`src/sv/taq_pkg.sv`:
```
// Shared types and constants for the time-ordered action queue.
// Holds the stored entry layout, the emit handoff and the operation codes.
// Has no dependencies.
package taq_pkg;

    localparam int TIME_W = 48;
    localparam int KIND_W = 8;
    localparam int VAL_W  = 64;
    localparam int SINT_W = 32;
    localparam int CAP_W  = 5;

    localparam logic [CAP_W-1:0] CAP_RESET = 5'd16;

    localparam logic OP_SCHEDULE = 1'b0;
    localparam logic OP_TICK     = 1'b1;

    typedef struct packed {
        logic [TIME_W-1:0]        due_time;
        logic [KIND_W-1:0]        kind;
        logic [VAL_W-1:0]         value_a;
        logic [VAL_W-1:0]         value_b;
        logic signed [SINT_W-1:0] small_int;
        logic                     flag;
    } t_entry;

    typedef struct packed {
        logic   valid;
        logic   last;
        t_entry entry;
    } t_emit;

endpackage

```
`src/sv/taq_store.sv`:
```
// Entry memory of the action queue: one write port and one registered read port.
// Depends on taq_pkg for the entry layout.
module taq_store #(
    parameter int DEPTH = 16,
    parameter int AW    = 4
) (
    input  logic                i_clk,
    input  logic                i_we,
    input  logic [AW-1:0]       i_waddr,
    input  taq_pkg::t_entry     i_wdata,
    input  logic                i_re,
    input  logic [AW-1:0]       i_raddr,
    output taq_pkg::t_entry     o_rdata
);

    taq_pkg::t_entry r_mem [DEPTH];
    taq_pkg::t_entry r_rd_data;

    always_ff @(posedge i_clk) begin
        if (i_we) begin
            r_mem[i_waddr] <= i_wdata;
        end
        if (i_re) begin
            r_rd_data <= r_mem[i_raddr];
        end
    end

    assign o_rdata = r_rd_data;

endmodule

```
`config.mk`:
```
export PLATFORM = sky130hd
export DESIGN_NAME = taq_store
export DESIGN_NICKNAME = d
export VERILOG_FILES = /design/src/sv/taq_pkg.sv /design/src/sv/taq_store.sv
export SDC_FILE = /design/constraint.sdc
export NUM_CORES = 2
export LEC_CHECK = 0
export BUFFER_PORTS_ARGS = -buffer_cell sky130_fd_sc_hd__buf_2
export CAP_MARGIN = 0
export CELL_PAD_IN_SITES_DETAIL_PLACEMENT = 0
export CELL_PAD_IN_SITES_GLOBAL_PLACEMENT = 1
export CORE_MARGIN = 2
export CORE_UTILIZATION = 35
export DETAILED_ROUTE_END_ITERATION = 10
export GPL_ROUTABILITY_DRIVEN = 0
export PLACE_DENSITY = 0.57
export SLEW_MARGIN = 0
export SYNTH_ARGS = -nofsm -noshare
export SYNTH_HDL_FRONTEND = slang
export SYNTH_SLANG_ARGS = --single-unit
```
`constraint.sdc`:
```
create_clock -name i_clk -period 55 [get_ports i_clk]
set_input_delay 5.5 -clock i_clk [delete_from_list [all_inputs] [get_ports i_clk]]
set_output_delay 5.5 -clock i_clk [all_outputs]
set_load 0.01 [all_outputs]
```
==> results.toml <==
[status]
outcome = "finished, final reports clean"

[setup_path]
cp-end-kind = "register"
slowest_stage = "buf_4"
critPathArrivalTime_ns = 11.61
crit_cells = 9
path_max_fanout = 111
startpoint_type = "input port"
r2r_cells = 3
r2r_setup_slack_ns = 53.25
critPathMaxStageDelay_ns = 0.91
crit_buf_inv = 6
critical_path_class = "in2reg"
critPathRequiredTime_ns = 55.68
cp_top_family = "buffers and inverters"
cp_cell_sequence = "buf_12 > buf_4 > buf_4 > buf_4 > buf_4 > buf_4 > mux4_2 > a22oi_1 > nand2_1"
crit_top_cell = "buf_4"

[synth]
ys_seq_area_share_pct = 80.98
synthTopCellsByArea = "edfxtp_1 81%, mux4_2 13%, a22oi_1 2.0%"
synth_cell_types = 26
synth_area_mm2 = 0.1368
synth_edf_count = 3689
async_flop_share_pct = 0
synth_flop_cell = "edfxtp_1"
syn_inst = 5678
yosys.area.top_type = "edfxtp_1"
synth_nets = 5906
synth_most_common_cell = "edfxtp_1"
synth_common_cells = "3689 x edfxtp_1, 804 x mux4_2, 361 x a22oi_1"
synth_warnings = 0
ys_seq_elements = 3689
avgSynthCellArea_um2 = 24.09
synth_top_area_share_pct = 80.98

[clocking]
cts_made_buffers = 399
post_cts_buffers = 0
cts_max_path_buffers = 4
cts_sinks = 3689
clk_latency_ns = 0.97
cts.reportedPaths.clkPinSlew_ns = 0.06
cts_hold_buf = 0
cts_tree = "done"
cts_max_level = 5
ctsResizeCount = 0
cts-root-buf = "clkbuf_16"

[grt]
grt_pass1_wl_mm = 508.6
antenna_found_initial = 127
grt.total_usage_pct = 17.86
grt_max_degree = 128
grt_overflow = 0
grt_pass1_vias = 66890

[power]
power_frac_comb_pct = 4.6
swShare_pct = 21.44
power_switching_uw = 1304
p_int_uw = 4777
p_leak_uw = 0.04986
ir_drop_v = 0.00002463
clkPwrFrac_pct = 42.9
p_seq_share_pct = 52.5
powerDensity_mw_per_mm2 = 38.41

[timing]
slew_headroom_pct = 21.53
fin_worst_skew_ns = 0.05237
hold_violations = 0
final.setup.tns_ns = 0
finalSetupViolations = 0
fmax_mhz = 91.54
post-route-period-util_pct = 19.86
maxSlewViolCount = 0
min_period_ns = 10.92
worst_slew_pin_slew_ns = 1.174
rsz0062_at_grt = "false"

[die]
io_pins = 445
start_util_pct = 35.16
chipHeight_um = 629.2
die-area_mm2 = 0.3958
die_x_um = 629.2
rows = 229
coreArea_mm2 = 0.3891

[drt]
num_vias = 63490
drc = 0
drt_iter0_markers = 5747
wl_per_cell_um = 30.21
wirelength_mm = 359.7
viasPerCell = 5.333
ant_nets = 0
drtPass1Iterations = 8

[cells_and_area]
drive_gt1_share_pct = 30.98
area_growth_pct = 15.74
final_util_pct = 40.69
design_area_mm2 = 0.1583
nNetsFinal = 6594

[placement]
io_buffers = 444
place_area_mm2 = 0.1455
dp_hpwl_mm = 181.6

[flow_run]
max_cap_viol_count = 0

[hold_path]
hold_depth = 3
hold_class = "reg2reg"
final cells by class:
class / instances / area, um2
repair buffers: 590 / 3545
clock buffers: 495 / 10370
multi-input cells: 1686 / 24720
diodes: 23 / 57.56
well taps: 5197 / 6502
fillers: 34090 / 230800
clock inverters: 225 / 2355
flip-flops and latches: 3689 / 110800
layer usage:
| metal | track usage [%] | up-vias | share of wire, % |
|---|---|---|---|
| li1 | - | 25890 | - |
| met1 | 24.54 | 35060 | 43 |
| met2 | 30.15 | 1929 | 50 |
| met3 | 2.923 | 576 | 5.5 |
| met4 | 3.482 | 38 | 1.8 |
| met5 | 0 | - | 0.067 |
cells by family after synthesis:
family          share of synthesized area [%]
simple gates                           0.8607
buf+inv                                 1.071
compound gates                          2.562
flops                                   80.98
mux                                     14.52
registers in the layout, indices dropped and copies added, names as in the netlist:
name and cells:
r_mem 3472, o_rdata 217
worst paths after layout:
path | start | end
setup / recovery | i_raddr[0] | o_rdata[189]
hold / removal | r_mem[14][152] | o_rdata[152]
setup reg to reg | r_mem[5][142] | o_rdata[142]
hold reg to reg | r_mem[14][152] | o_rdata[152]
tightest hold or removal path, delay by kind of cell (launching register included):
kind	cells	cell delay [ns]
flops	1	0.32
mux	1	0.22
compound gates	1	0.06
simple gates	1	0.05
power by group through the flow:
stage	combinational, uW	clock, uW	sequential [uW]
floorplan	151	0	3260
global placement	285	0	3250
detailed placement	288	0	3250
CTS	289	2670	3190
global route	305	2780	3190
finish	281	2610	3190
stage by stage:
| step | setup slack (ns) | hold slack [ns] | cells | total power, uW |
|---|---|---|---|---|
| finish | 44.08 | 0.7319 | 11910 | 6081 |
| detailed placement | 42.78 | 0.7280 | 11160 | 3539 |
| floorplan | 33.32 | 0.7103 | 5678 | 3410 |
| global placement | 42.77 | 0.7261 | 11160 | 3533 |
| global route | 43.34 | 0.7636 | 11890 | 6284 |
| CTS | 43.81 | 0.7243 | 11880 | 6153 |
cells in the final DEF, fill, tap and decap left out, types with 15 or more instances in the layout:
master        n
buf_2       439
clkinv_2     56
a221oi_1     24
nand2_1     155
a22oi_1     361
bufinv_16    34
edfxtp_1   3689
nand2b_1     27
nor2b_1      40
o221ai_1     40
clkinv_1     97
mux4_2      804
buf_4       132
clkbuf_1     95
clkbuf_16   400
o21ai_0      31
buf_12       15
mux2i_1      42
mux2_2      119
diode_2      23
(Power assumes the default switching activity.)
