### config.mk
export PLATFORM = sky130hd
export DESIGN_NAME = taq_seq
export DESIGN_NICKNAME = d
export VERILOG_FILES = /design/src/sv/taq_pkg.sv /design/src/sv/taq_seq.sv
export SDC_FILE = /design/constraint.sdc
export NUM_CORES = 1
export LEC_CHECK = 0
export BUFFER_PORTS_ARGS = -buffer_cell sky130_fd_sc_hd__buf_4
export CORE_AREA = 2 2 347 349
export DETAILED_ROUTE_END_ITERATION = 10
export DIE_AREA = 0 0 349 351
export MAX_ROUTING_LAYER = met4
export SYNTH_ARGS = -nofsm -noshare
export SYNTH_HDL_FRONTEND = slang
export SYNTH_SLANG_ARGS = --single-unit
### constraint.sdc
create_clock -name i_clk -period 12.6 [get_ports i_clk]
set_input_delay 0.63 -clock i_clk [delete_from_list [all_inputs] [get_ports i_clk]]
set_output_delay 0.63 -clock i_clk [all_outputs]
set_load 0.01 [all_outputs]
### src/sv/taq_pkg.sv
// Shared types and constants for the time-ordered action queue.
// Holds the stored entry layout, the emit handoff and the operation codes.
// Has no dependencies.
package taq_pkg;

    localparam int TIME_W = 48;
    localparam int KIND_W = 8;
    localparam int VAL_W  = 64;
    localparam int SINT_W = 32;
    localparam int CAP_W  = 5;

    localparam logic [CAP_W-1:0] CAP_RESET = 5'd16;

    localparam logic OP_SCHEDULE = 1'b0;
    localparam logic OP_TICK     = 1'b1;

    typedef struct packed {
        logic [TIME_W-1:0]        due_time;
        logic [KIND_W-1:0]        kind;
        logic [VAL_W-1:0]         value_a;
        logic [VAL_W-1:0]         value_b;
        logic signed [SINT_W-1:0] small_int;
        logic                     flag;
    } t_entry;

    typedef struct packed {
        logic   valid;
        logic   last;
        t_entry entry;
    } t_emit;

endpackage

### src/sv/taq_seq.sv
// Sequencer of the action queue: sorted insert and due release over a ring buffer.
// One shared time comparator serves both operations, one entry at a time.
// Depends on taq_pkg; drives the taq_store ports.
module taq_seq #(
    parameter int DEPTH = 16,
    parameter int AW    = 4,
    parameter int CW    = 5
) (
    input  logic                        i_clk,
    input  logic                        i_rst_n,
    input  logic                        i_accept,
    input  logic                        i_op,
    input  taq_pkg::t_entry             i_entry,
    input  logic [taq_pkg::CAP_W-1:0]   i_cap,
    input  logic                        i_out_free,
    input  taq_pkg::t_entry             i_rd_data,
    output logic                        o_idle,
    output logic                        o_we,
    output logic [AW-1:0]               o_waddr,
    output taq_pkg::t_entry             o_wdata,
    output logic                        o_re,
    output logic [AW-1:0]               o_raddr,
    output taq_pkg::t_emit              o_emit
);

    localparam int SW = CW + 1;

    localparam logic [2:0] S_IDLE    = 3'd0;
    localparam logic [2:0] S_INS_RD  = 3'd1;
    localparam logic [2:0] S_INS_CMP = 3'd2;
    localparam logic [2:0] S_TK_RD   = 3'd3;
    localparam logic [2:0] S_TK_CMP  = 3'd4;
    localparam logic [2:0] S_TK_LAST = 3'd5;

    logic [2:0]      r_state, n_state;
    logic [AW-1:0]   r_head, n_head;
    logic [CW-1:0]   r_count, n_count;
    logic [CW-1:0]   r_pos, n_pos;
    taq_pkg::t_entry r_new, n_new;
    logic            r_pend_valid, n_pend_valid;
    taq_pkg::t_entry r_pend, n_pend;

    logic [CW-1:0]   cap_eff;
    logic [SW-1:0]   cnt_inc;
    logic [CW-1:0]   cnt_sat;
    logic            time_le;

    function automatic logic [AW-1:0] f_phys(input logic [AW-1:0] head,
                                             input logic [CW-1:0] off);
        logic [SW-1:0] sum;
        sum = SW'(head) + SW'(off);
        if (sum >= SW'(DEPTH)) begin
            sum = sum - SW'(DEPTH);
        end
        return sum[AW-1:0];
    endfunction

    always_comb begin
        if (int'(i_cap) > DEPTH) begin
            cap_eff = CW'(DEPTH);
        end else begin
            cap_eff = CW'(i_cap);
        end
        cnt_inc = SW'(r_count) + SW'(1);
        cnt_sat = (cnt_inc > SW'(cap_eff)) ? cap_eff : cnt_inc[CW-1:0];
        time_le = i_rd_data.due_time <= r_new.due_time;
    end

    always_comb begin
        n_state      = r_state;
        n_head       = r_head;
        n_count      = r_count;
        n_pos        = r_pos;
        n_new        = r_new;
        n_pend_valid = r_pend_valid;
        n_pend       = r_pend;
        o_we         = 1'b0;
        o_waddr      = f_phys(r_head, r_pos);
        o_wdata      = r_new;
        o_re         = 1'b0;
        o_raddr      = f_phys(r_head, r_pos - CW'(1));
        o_emit.valid = 1'b0;
        o_emit.last  = 1'b0;
        o_emit.entry = r_pend;
        case (r_state)
            S_IDLE: begin
                if (i_accept) begin
                    n_new = i_entry;
                    n_pos = r_count;
                    n_pend_valid = 1'b0;
                    n_state = (i_op == taq_pkg::OP_SCHEDULE) ? S_INS_RD : S_TK_RD;
                end
            end
            S_INS_RD: begin
                if (r_pos == '0) begin
                    o_we    = cap_eff != '0;
                    n_count = cnt_sat;
                    n_state = S_IDLE;
                end else begin
                    o_re    = 1'b1;
                    n_state = S_INS_CMP;
                end
            end
            S_INS_CMP: begin
                o_we = r_pos < cap_eff;
                if (!time_le) begin
                    o_wdata = i_rd_data;
                    n_pos   = r_pos - CW'(1);
                    n_state = S_INS_RD;
                end else begin
                    n_count = cnt_sat;
                    n_state = S_IDLE;
                end
            end
            S_TK_RD: begin
                o_raddr = r_head;
                if (r_count == '0) begin
                    n_state = r_pend_valid ? S_TK_LAST : S_IDLE;
                end else begin
                    o_re    = 1'b1;
                    n_state = S_TK_CMP;
                end
            end
            S_TK_CMP: begin
                if (time_le) begin
                    if (!r_pend_valid || i_out_free) begin
                        o_emit.valid = r_pend_valid;
                        n_pend       = i_rd_data;
                        n_pend_valid = 1'b1;
                        n_head       = f_phys(r_head, CW'(1));
                        n_count      = r_count - CW'(1);
                        n_state      = S_TK_RD;
                    end
                end else begin
                    n_state = r_pend_valid ? S_TK_LAST : S_IDLE;
                end
            end
            S_TK_LAST: begin
                if (i_out_free) begin
                    o_emit.valid = 1'b1;
                    o_emit.last  = 1'b1;
                    n_pend_valid = 1'b0;
                    n_state      = S_IDLE;
                end
            end
            default: begin
                n_state = S_IDLE;
            end
        endcase
    end

    always_ff @(posedge i_clk) begin
        if (!i_rst_n) begin
            r_state      <= S_IDLE;
            r_head       <= '0;
            r_count      <= '0;
            r_pend_valid <= 1'b0;
        end else begin
            r_state      <= n_state;
            r_head       <= n_head;
            r_count      <= n_count;
            r_pend_valid <= n_pend_valid;
        end
    end

    always_ff @(posedge i_clk) begin
        r_pos  <= n_pos;
        r_new  <= n_new;
        r_pend <= n_pend;
    end

    assign o_idle = r_state == S_IDLE;

endmodule
==> out/summary.txt <==
Clock sink count: 452
Final WS setup: 6.04 ns
DP Worst Slack: 6.23 ns
RSZ-0062 raised after global routing: false
Fin area: 29200 sq um
CP max FO: 58
Area grow syn2layout: 55.7%
Max Slew Vio Count: 0
CTS tree: done
Setup CP Type: register to output pin
Post-synth ARST share: 0%
Antenna violations before repair: 21
Setup violations, final: 0
Setup TNS: 0 ns
Reg-to-Reg Start: r_new[188]
Worst Reg-to-Reg Cells: 11
Period minus WS final: 6.56 ns
Post-DP HPWL: 75200 um
P_leak: 11.6 nW
Power Total: 4.31 mW
CTS buffer count: 54
Clock buffer depth: 3
Initial DRC count: 871
Register area share after synthesis: 71.7%
CP endpoint: o_wdata[7]
Post-DR wirelength/cell: 25.4 um
R2r endpoint: o_emit[35]
Post-Syn Area: 18700 sq um
Flops & latches, synth: 452
Root Driver: clkbuf_16
GP Congestion: 0.895
PortBufs: 890
Power per cell area: 148 nW/um^2
VDD IR max: 0.102 mV
CTS Hold Bufs: 0
Pin count of the biggest net entering global routing: 82
Grt ovf: 0
Commonest register cell after synthesis: edfxtp_1
Via count: 13700
Final Hold Viols: 0
Fmax achieved: 0.152 GHz
Startpoint types: register
Netlist cell types: 60
Finished Layout Cells: 3618
H-Tree Depth: 2
Final period util: 52.1%
Clock-pin slew on the worst setup and hold paths: 0.06 ns
Worst R2R Setup Slack: 7.65 ns
# placed instances: 3513
ANT nets after route: 0
Min-delay worst type: input pin to register
Synth area leader: edfxtp_1
CP endpoint kind: output pin
Row Count: 127
Worst Path Required: 11.97 ns
DRC viols: 0
Clk_skew: 0.0240 ns
Mapped Nets: 1614
Nets: 2534
Max-cap violations: 0
Die Span X: 349 um
Hold Slack: 0.170 ns
Core box area: 119000 sq um
Total Routing Usage GR: 14.5%
Fin util: 24.5%
Total number of yosys warnings: 0
Share of cells above drive strength 1: 59.1%
CP startpoint: r_new[215]
Full die area: 122000 sq um
Latest clock arrival within the worst-skew pair: 0.63 ns
Total Wirelength: 92000 um
Instance area at placement: 27300 sq um
Vias/cell: 3.79
Syn Inst Count: 1101
Status: finished, final reports clean
Mean Syn Cell Area: 17.0 sq um
Max transition margin: 15.7%
# IOs: 891
Synth area leaders: edfxtp_1 (70%), mux2_2 (13%), ha_1 (4.5%)
Vias in the first global route: 13700
Post-CTS sizing: 0
Initial DRT Pass Iterations: 5
Slew of the pin with the lowest slew margin: 1.26 ns
Setup bufs post-CTS: 0
Number of synthesized flops with an enable pin: 439
First-pass GRT wire length: 118000 um
Top-area cell type share of the netlist area: 70.3%
Die Ht: 351 um
Worst Path Arrival: 5.93 ns
Initial Util: 15.8%
Hold-critical path depth: 1
-- flip-flops by register name, indices dropped and copies added (netlist names) --
| register | cells |
|---|---|
| r_new | 217 |
| o_emit | 217 |
| r_pend_valid | 1 |
| r_head | 4 |
| r_pos | 5 |
| r_count | 5 |
| r_state | 3 |
-- cell families after synthesis --
family	after synthesis	share of synthesized area, %
XOR/XNOR	11	0.514
adder cells (fa/ha/maj)	69	4.69
buffers and inverters	101	2.24
AO/OA/AOI/OAI	108	3.78
flip-flops	452	71.7
multiplexers	223	13.4
AND/OR/NAND/NOR	137	3.70
-- worst min-delay path by stage --
stage / from / to / slack, ns
6_report: i_entry[118] / r_new[118] / 0.17
5_1_grt: i_entry[99] / r_new[99] / 0.11
4_1_cts: i_entry[169] / r_new[169] / 0.1
3_5_place_dp: r_head[3] / r_head[3] / 0.50
3_3_place_gp: r_head[3] / r_head[3] / 0.50
2_1_floorplan: r_head[3] / r_head[3] / 0.48
-- critical path: stages (launching register included) --
cell and delay, ns:
edfxtp_1 0.36, inv_1 0.05, ha_1 0.31, nand4_1 0.19
nor4_1 0.67, inv_1 0.16, o211ai_1 0.28, a211o_1 0.47
and3_4 0.60, buf_4 0.75, buf_4 0.73, mux2_2 0.44
buf_4 0.15
-- layer usage --
metal	wire length, um	track usage (%)	up-vias
li1	-	-	6102
met3	6370	3.66	71
met5	0	-	-
met4	1300	2.66	0
met2	45400	24.0	661
met1	39000	18.1	6890
-- final cells by class --
cell class	count	area [sq um]
Sequential cell	452	13400
Fill cell	12400	89800
Multi-Input combinational cell	548	4910
Timing Repair Buffer	902	6770
Tap cell	1548	1940
Inverter	63	236
Antenna cell	5	12.5
Clock buffer	60	1370
Clock inverter	40	508
-- report_power, final --
part,internal [mW],switching (mW)
Sequential,1.77,0.0558
Combinational,0.375,0.433
Clock,0.982,0.695
Total,3.13,1.18
-- synth_stat cells (all sizes together), types with 5 or more instances --
library cell / instances
a21oi: 37
and3: 5
buf: 27
clkbuf: 11
dfxtp: 13
edfxtp: 439
ha: 67
inv: 63
mux2: 219
nand2: 46
nand2b: 7
nand3: 11
nand4: 12
nor2: 24
nor2b: 5
nor3: 8
o21ai: 25
xnor2: 7
-- layout by cell type, fill, tap and decap left out, drive strengths merged, types with 4 or more instances in the layout --
cell / n
and3: 5
clkinv: 20
nor2b: 5
nand2b: 7
ha: 67
nand4: 12
xnor2: 7
nand3: 11
bufinv: 9
edfxtp: 439
xor2: 4
mux2i: 4
o211ai: 4
diode: 5
dfxtp: 13
a21oi: 37
nor2: 24
mux2: 219
clkbuf: 60
buf: 902
o21ai: 25
nor3: 8
inv: 71
nand2: 46
(Power assumes the default switching activity.)
